### config.mk
export PLATFORM = sky130hd
export DESIGN_NAME = binary_to_decimal_ascii_top
export DESIGN_NICKNAME = d
export VERILOG_FILES = /design/src/rtl/core/b2da_pkg.sv /design/src/rtl/core/b2da_dabble.sv /design/src/rtl/core/binary_to_decimal_ascii_top.sv
export VERILOG_INCLUDE_DIRS = /design/src /design/src/rtl/core
export SDC_FILE = /design/constraint.sdc
export NUM_CORES = 1
export LEC_CHECK = 0
export BUFFER_PORTS_ARGS = -buffer_cell sky130_fd_sc_hd__clkbuf_2
export CAP_MARGIN = 0
export CELL_PAD_IN_SITES_DETAIL_PLACEMENT = 0
export CELL_PAD_IN_SITES_GLOBAL_PLACEMENT = 2
export CORE_UTILIZATION = 37
export DETAILED_ROUTE_END_ITERATION = 8
export GPL_ROUTABILITY_DRIVEN = 0
export GPL_TIMING_DRIVEN = 0
export PLACE_DENSITY = 0.81
export SLEW_MARGIN = 20
export SYNTH_ARGS = -nofsm -noshare
export SYNTH_HDL_FRONTEND = slang
export SYNTH_SLANG_ARGS = --single-unit
### constraint.sdc
create_clock -name clk -period 2.8 [get_ports clk]
set_input_delay 0.14 -clock clk [delete_from_list [all_inputs] [get_ports clk]]
set_output_delay 0.14 -clock clk [all_outputs]
set_load 0.05 [all_outputs]
### src/rtl/core/assert_macros.svh
// Assertion helpers for the converter RTL.
`ifndef ASSERT_MACROS_SVH
`define ASSERT_MACROS_SVH

`ifndef SYNTH
`define ASSERT_AT(label, clk, rstn, prop) \
	label: assert property (@(posedge clk) disable iff (!rstn) prop) \
	else $error("assertion failed");
`define ASSERT_IMPL(label, clk, rstn, ante, cons) \
	label: assert property (@(posedge clk) disable iff (!rstn) (ante) |-> (cons)) \
	else $error("assertion failed");
`define ASSERT_NEXT(label, clk, rstn, ante, cons) \
	label: assert property (@(posedge clk) disable iff (!rstn) (ante) |=> (cons)) \
	else $error("assertion failed");
`else
`define ASSERT_AT(label, clk, rstn, prop)
`define ASSERT_IMPL(label, clk, rstn, ante, cons)
`define ASSERT_NEXT(label, clk, rstn, ante, cons)
`endif

`endif

### src/rtl/core/b2da_pkg.sv
`default_nettype none
package b2da_pkg;
	localparam int VALUE_W        = 32;
	localparam int STEP_W         = $clog2(VALUE_W);
	localparam int DIGIT_W        = 4;
	localparam int CHAR_W         = 6;
	localparam int IN_TDATA_W     = 32;
	localparam int OUT_TDATA_W    = 8;
	localparam int MAX_DIGITS_DEF = 10;

	localparam logic [STEP_W-1:0] STEP_LAST  = STEP_W'(VALUE_W - 1);
	localparam logic [CHAR_W-1:0] ASCII_ZERO = CHAR_W'(48);

	typedef enum logic [1:0] {
		ST_IDLE,
		ST_CONVERT,
		ST_SKIP,
		ST_EMIT
	} state_t;
endpackage
`default_nettype wire

### src/rtl/core/b2da_dabble.sv
`default_nettype none
// One shift-and-add-3 step: every BCD digit of 5 or more gets 3 added, then
// the whole register shifts left by one with the next binary bit entering.
module b2da_dabble #(
	parameter int DIGITS = b2da_pkg::MAX_DIGITS_DEF
) (
	input  wire logic [4*DIGITS-1:0] bcd,
	input  wire logic                bit_in,
	output logic      [4*DIGITS-1:0] bcd_next
);
	import b2da_pkg::*;

	localparam int BCD_W = DIGIT_W * DIGITS;

	logic [BCD_W-1:0] adjusted;

	always_comb begin
		for (int i = 0; i < DIGITS; i++) begin
			if (bcd[i*DIGIT_W +: DIGIT_W] >= DIGIT_W'(5)) begin
				adjusted[i*DIGIT_W +: DIGIT_W] = bcd[i*DIGIT_W +: DIGIT_W] + DIGIT_W'(3);
			end else begin
				adjusted[i*DIGIT_W +: DIGIT_W] = bcd[i*DIGIT_W +: DIGIT_W];
			end
		end
	end

	assign bcd_next = {adjusted[BCD_W-2:0], bit_in};
endmodule
`default_nettype wire

### src/rtl/core/binary_to_decimal_ascii_top.sv
// The first character is valid after the item passes the conversion, the leading
// zero skip and the output register. An item takes one pass through the add-3/shift
// unit per input bit, a one-digit-per-cycle leading zero skip and one character per
// cycle out when the output is not stalled; a new item is accepted only once the
// previous item's last character has been loaded into the output register.
// Reset: arst_n clears the sequencer and the output valid flag asynchronously.
`default_nettype none
`include "assert_macros.svh"
module binary_to_decimal_ascii_top #(
	parameter int MAX_DIGITS = b2da_pkg::MAX_DIGITS_DEF
) (
	input  wire logic                                 clk,
	input  wire logic                                 arst_n,
	input  wire logic                                 s_tvalid,
	output logic                                      s_tready,
	input  wire logic [b2da_pkg::IN_TDATA_W-1:0]      s_tdata,  // [31:0] value
	output logic                                      m_tvalid,
	input  wire logic                                 m_tready,
	output logic      [b2da_pkg::OUT_TDATA_W-1:0]     m_tdata,  // [5:0] character, [7:6] zero
	output logic                                      m_tlast
);
	import b2da_pkg::*;

	localparam int BCD_W = DIGIT_W * MAX_DIGITS;
	localparam int REM_W = $clog2(MAX_DIGITS + 1);

	state_t                state_q, state_d;
	logic [VALUE_W-1:0]    bin_q;
	logic [BCD_W-1:0]      bcd_q;
	logic [BCD_W-1:0]      bcd_next;
	logic [STEP_W-1:0]     step_q;
	logic [REM_W-1:0]      rem_q;
	logic                  out_valid_q;
	logic [CHAR_W-1:0]     out_char_q;
	logic                  out_last_q;

	logic [DIGIT_W-1:0]    top_digit;
	logic                  accept;
	logic                  convert;
	logic                  more_zeros;
	logic                  skip_shift;
	logic                  emit;
	logic                  last_digit;

	b2da_dabble #(
		.DIGITS(MAX_DIGITS)
	) u_dabble (
		.bcd      (bcd_q),
		.bit_in   (bin_q[VALUE_W-1]),
		.bcd_next (bcd_next)
	);

	assign top_digit  = bcd_q[BCD_W-1 -: DIGIT_W];
	assign more_zeros = (top_digit == '0) && (rem_q > REM_W'(1));
	assign last_digit = (rem_q == REM_W'(1));

	// Next state.
	always_comb begin
		state_d = state_q;
		case (state_q)
			ST_IDLE: begin
				if (s_tvalid) state_d = ST_CONVERT;
			end
			ST_CONVERT: begin
				if (step_q == STEP_LAST) state_d = ST_SKIP;
			end
			ST_SKIP: begin
				if (!more_zeros) state_d = ST_EMIT;
			end
			ST_EMIT: begin
				if ((!out_valid_q || m_tready) && last_digit) state_d = ST_IDLE;
			end
			default: state_d = ST_IDLE;
		endcase
	end

	// Control outputs.
	always_comb begin
		s_tready   = 1'b0;
		convert    = 1'b0;
		skip_shift = 1'b0;
		emit       = 1'b0;
		case (state_q)
			ST_IDLE:    s_tready   = 1'b1;
			ST_CONVERT: convert    = 1'b1;
			ST_SKIP:    skip_shift = more_zeros;
			ST_EMIT:    emit       = !out_valid_q || m_tready;
			default:    s_tready   = 1'b0;
		endcase
	end

	assign accept = s_tvalid && s_tready;

	always_ff @(posedge clk or negedge arst_n) begin
		if (!arst_n) begin
			state_q     <= ST_IDLE;
			out_valid_q <= 1'b0;
		end else begin
			state_q <= state_d;
			if (emit) begin
				out_valid_q <= 1'b1;
			end else if (m_tready) begin
				out_valid_q <= 1'b0;
			end
		end
	end

	always_ff @(posedge clk) begin
		if (accept) begin
			bin_q  <= s_tdata[VALUE_W-1:0];
			bcd_q  <= '0;
			step_q <= '0;
		end else if (convert) begin
			bcd_q  <= bcd_next;
			bin_q  <= bin_q << 1;
			step_q <= step_q + STEP_W'(1);
			rem_q  <= REM_W'(MAX_DIGITS);
		end else if (skip_shift || emit) begin
			// Move the next digit into the top position.
			bcd_q <= bcd_q << DIGIT_W;
			rem_q <= rem_q - REM_W'(1);
		end
		if (emit) begin
			out_char_q <= ASCII_ZERO | CHAR_W'(top_digit);
			out_last_q <= last_digit;
		end
	end

	assign m_tvalid = out_valid_q;
	assign m_tdata  = OUT_TDATA_W'(out_char_q);
	assign m_tlast  = out_last_q;

	`ASSERT_IMPL(a_char_is_digit, clk, arst_n, m_tvalid,
		(m_tdata[CHAR_W-1:0] >= ASCII_ZERO) && (m_tdata[CHAR_W-1:0] <= ASCII_ZERO + CHAR_W'(9)))
	`ASSERT_IMPL(a_rem_nonzero, clk, arst_n, (state_q == ST_SKIP) || (state_q == ST_EMIT),
		rem_q != '0)
	`ASSERT_NEXT(a_accept_starts, clk, arst_n, accept,
		(state_q == ST_CONVERT) && (step_q == '0))
endmodule
`default_nettype wire
==> qor.yml <==
worst_setup_path:
  critPathRequiredTime_ns: 2.85
  rr_startpoint: "state_q[1]$_DFFE_PN0P_"
  cp_max_fo: 30
  end_kind: "register"
  startpoint_type: "register"
  rr_endpoint: "bin_q[26]$_DFFE_PP_"
  reg2reg_slack_ns: 0.25
  cp.arrival_ns: 2.60
  crit_type: "register to register"
  worstRegToRegCells: 7
die:
  initial_core_util: 0.384
  dieArea_um2: 14300
  num_rows: 42
  pin_count: 47
  dieWidth_um: 120
  coreArea_um2: 13300
  dieHeight_um: 120
clock_network:
  insertion_delay_ns: 0.35
  clk_pin_slew_ns: 0.07
  htree_levels: 3
  postCtsSetupBuffers: 0
  cts_tree: "yes"
  cts_inserted_buffers: 9
  holdBufCountCts: 1
  root_buffer: "clkbuf_16"
  cts.sinks: 89
  ctsResizeCount: 0
  clockBufferDepth: 2
final_layout:
  drive_gt1_frac: 0.148
  diodes: 0
  nets: 722
  fin_util: 0.441
  final_cells: 838
  syn_to_final_growth_pct: 14.9
grt:
  antenna_found_initial: 0
  grt_pass1_vias: 4249
  grt_pass1_wl_um: 22200
  grt_use_total: 0.202
  grt.overflow.total: 0
  grt_max_degree: 31
drt:
  drt_first_pass_iters: 4
  vias_per_cell: 5.18
  drcViolationCount: 0
  first_iter_violations: 335
  ant_nets: 0
  wl_per_cell_um: 16.2
  routed_wl_um: 13600
  dr_total_vias: 4338
place:
  numPortBuffers: 42
  dp.final_hpwl_um: 9500
  place_ws_ns: 0.198
  dp_cells: 821
synthesis:
  yosys_warnings: 0
  yosys.area.top_type_share: 0.240
  async_reset_ff_frac: 0.0337
  synth_edf_count: 41
  yosysSeqAreaShare: 0.431
  synth_most_common_cell: "nand2_1"
  ys_ff_latch: 89
  synth_area_leaders: "edfxtp_1, dfxtp_1, nand2_1"
  synth.largest_area_cell: "edfxtp_1"
  synth_cell_types: 47
  synth_common_cells: "nand2_1, a21oi_1, dfxtp_1"
  postSynthCellCount: 600
  synthFlopType: "dfxtp_1"
  syn_avg_cell_area_um2: 8.54
  syn_area_um2: 5120
timing:
  setup_viol: 0
  hold_slack_ns: 0.0477
  slew_headroom: 0.412
  tns_ns: 0
  final_hold_viol_count: 0
  tightest_slew_ns: 0.883
  fin_skew_ns: 0.00579
  fmax_ghz: 0.392
  grt_setup_unrepaired: "no"
  fin_ws_ns: 0.247
  slew_violations: 0
  fin_crit_sh: 0.912
  fin_crit_ns: 2.55
pwr:
  pwr_density_cell_nw_per_um2: 1350
  peakVddDrop_mv: 0.443
  total_leakage_power_nw: 2.49
job:
  drv_cap: 0
min_path:
  min_path_type: "input pin to register"
  worstHoldStart: "s_tdata[12]"
  min_path_cells: 3
  holdPathEnd: "bin_q[12]$_DFFE_PP_"
outcome:
  status: "finished, final reports clean"
## per-layer routing
layer	vias up	global-route usage	routed length, um
met5	-	0	0
met3	16	0.0252	680
li1	2205	-	-
met2	87	0.320	6210
met1	2030	0.276	6470
met4	0	0.0859	206
## stage by stage
stage,power [W],cell area (um2)
2_1_floorplan,0.00566,5130
3_3_place_gp,0.00665,5560
3_5_place_dp,0.00677,5580
4_1_cts,0.00802,5890
5_1_grt,0.00866,5890
6_report,0.00795,5890
## cells in the final DEF, fill, tap and decap left out, types with 9 or more instances in the layout
| master | count |
|---|---|
| or3b_2 | 10 |
| dfxtp_1 | 45 |
| o21ai_0 | 19 |
| clkbuf_2 | 42 |
| ha_1 | 29 |
| clkbuf_16 | 10 |
| nand2_1 | 150 |
| nor2_1 | 18 |
| mux2i_1 | 20 |
| clkbuf_1 | 32 |
| nor3_1 | 23 |
| a21oi_1 | 46 |
| a31oi_1 | 10 |
| nor3b_1 | 9 |
| or2_2 | 15 |
| nand2b_1 | 15 |
| nor4_1 | 19 |
| edfxtp_1 | 41 |
| inv_1 | 28 |
## cell type report
class / instances / area (um2)
buffer: 41 / 178
clock buffer: 13 / 272
clock inverter: 3 / 23.8
fill: 1354 / 7460
inverter: 28 / 105
multi-input combinational: 444 / 2640
sequential: 89 / 2210
tap: 176 / 220
timing repair buffer: 44 / 240
## state kept, by name, summed over array words and instances, names as in the netlist
name,cells
bcd_q,40
bin_q,32
m_tlast,1
m_tvalid,1
out_char_q,4
rem_q,4
state_q,2
step_q,5
## cells by family (layout without fill, tap and decap cells)
kind of cell               count (synthesis)  count (layout)  share of synthesized area
and+or+nand+nor                          274             274                      0.254
DFF                                       89              89                      0.431
other                                      2               4                    0.00147
AOI/OAI and AO/OA                        109             109                      0.134
muxes                                     22              22                     0.0435
adders and majority gates                 29              29                     0.0708
xor gates and xnor gates                   6               6                     0.0103
buffers and inverters                     69             129                     0.0552
## worst max-delay path by stage
stage,start,endpoint
after floorplan,state_q[1]$_DFFE_PN0P_,bin_q[0]$_SDFFCE_PN0P_
after global placement,state_q[1]$_DFFE_PN0P_,bin_q[22]$_DFFE_PP_
after detailed placement,state_q[1]$_DFFE_PN0P_,bin_q[24]$_DFFE_PP_
after CTS,state_q[1]$_DFFE_PN0P_,bin_q[23]$_DFFE_PP_
after global routing,state_q[1]$_DFFE_PN0P_,bin_q[28]$_DFFE_PP_
final,state_q[1]$_DFFE_PN0P_,bin_q[26]$_DFFE_PP_
## where the power goes
| part | internal [W] | leakage, nW | total (W) | switching [W] |
|---|---|---|---|---|
| registers | 0.00225 | 0.804 | 0.00271 | 0.000461 |
| logic | 0.00159 | 1.54 | 0.00403 | 0.00244 |
| clock network | 0.000683 | 0.137 | 0.00121 | 0.000528 |
| total | 0.00452 | 2.49 | 0.00795 | 0.00343 |
## worst max-delay path: stages (launching register included)
cell      delay (ns)
dfrtp_1         0.42
inv_1           0.10
ha_1            0.15
buf_2           0.22
clkbuf_1        0.45
clkbuf_1        0.41
nand2b_2        0.26
buf_12          0.21
(Power assumes the default switching activity.)
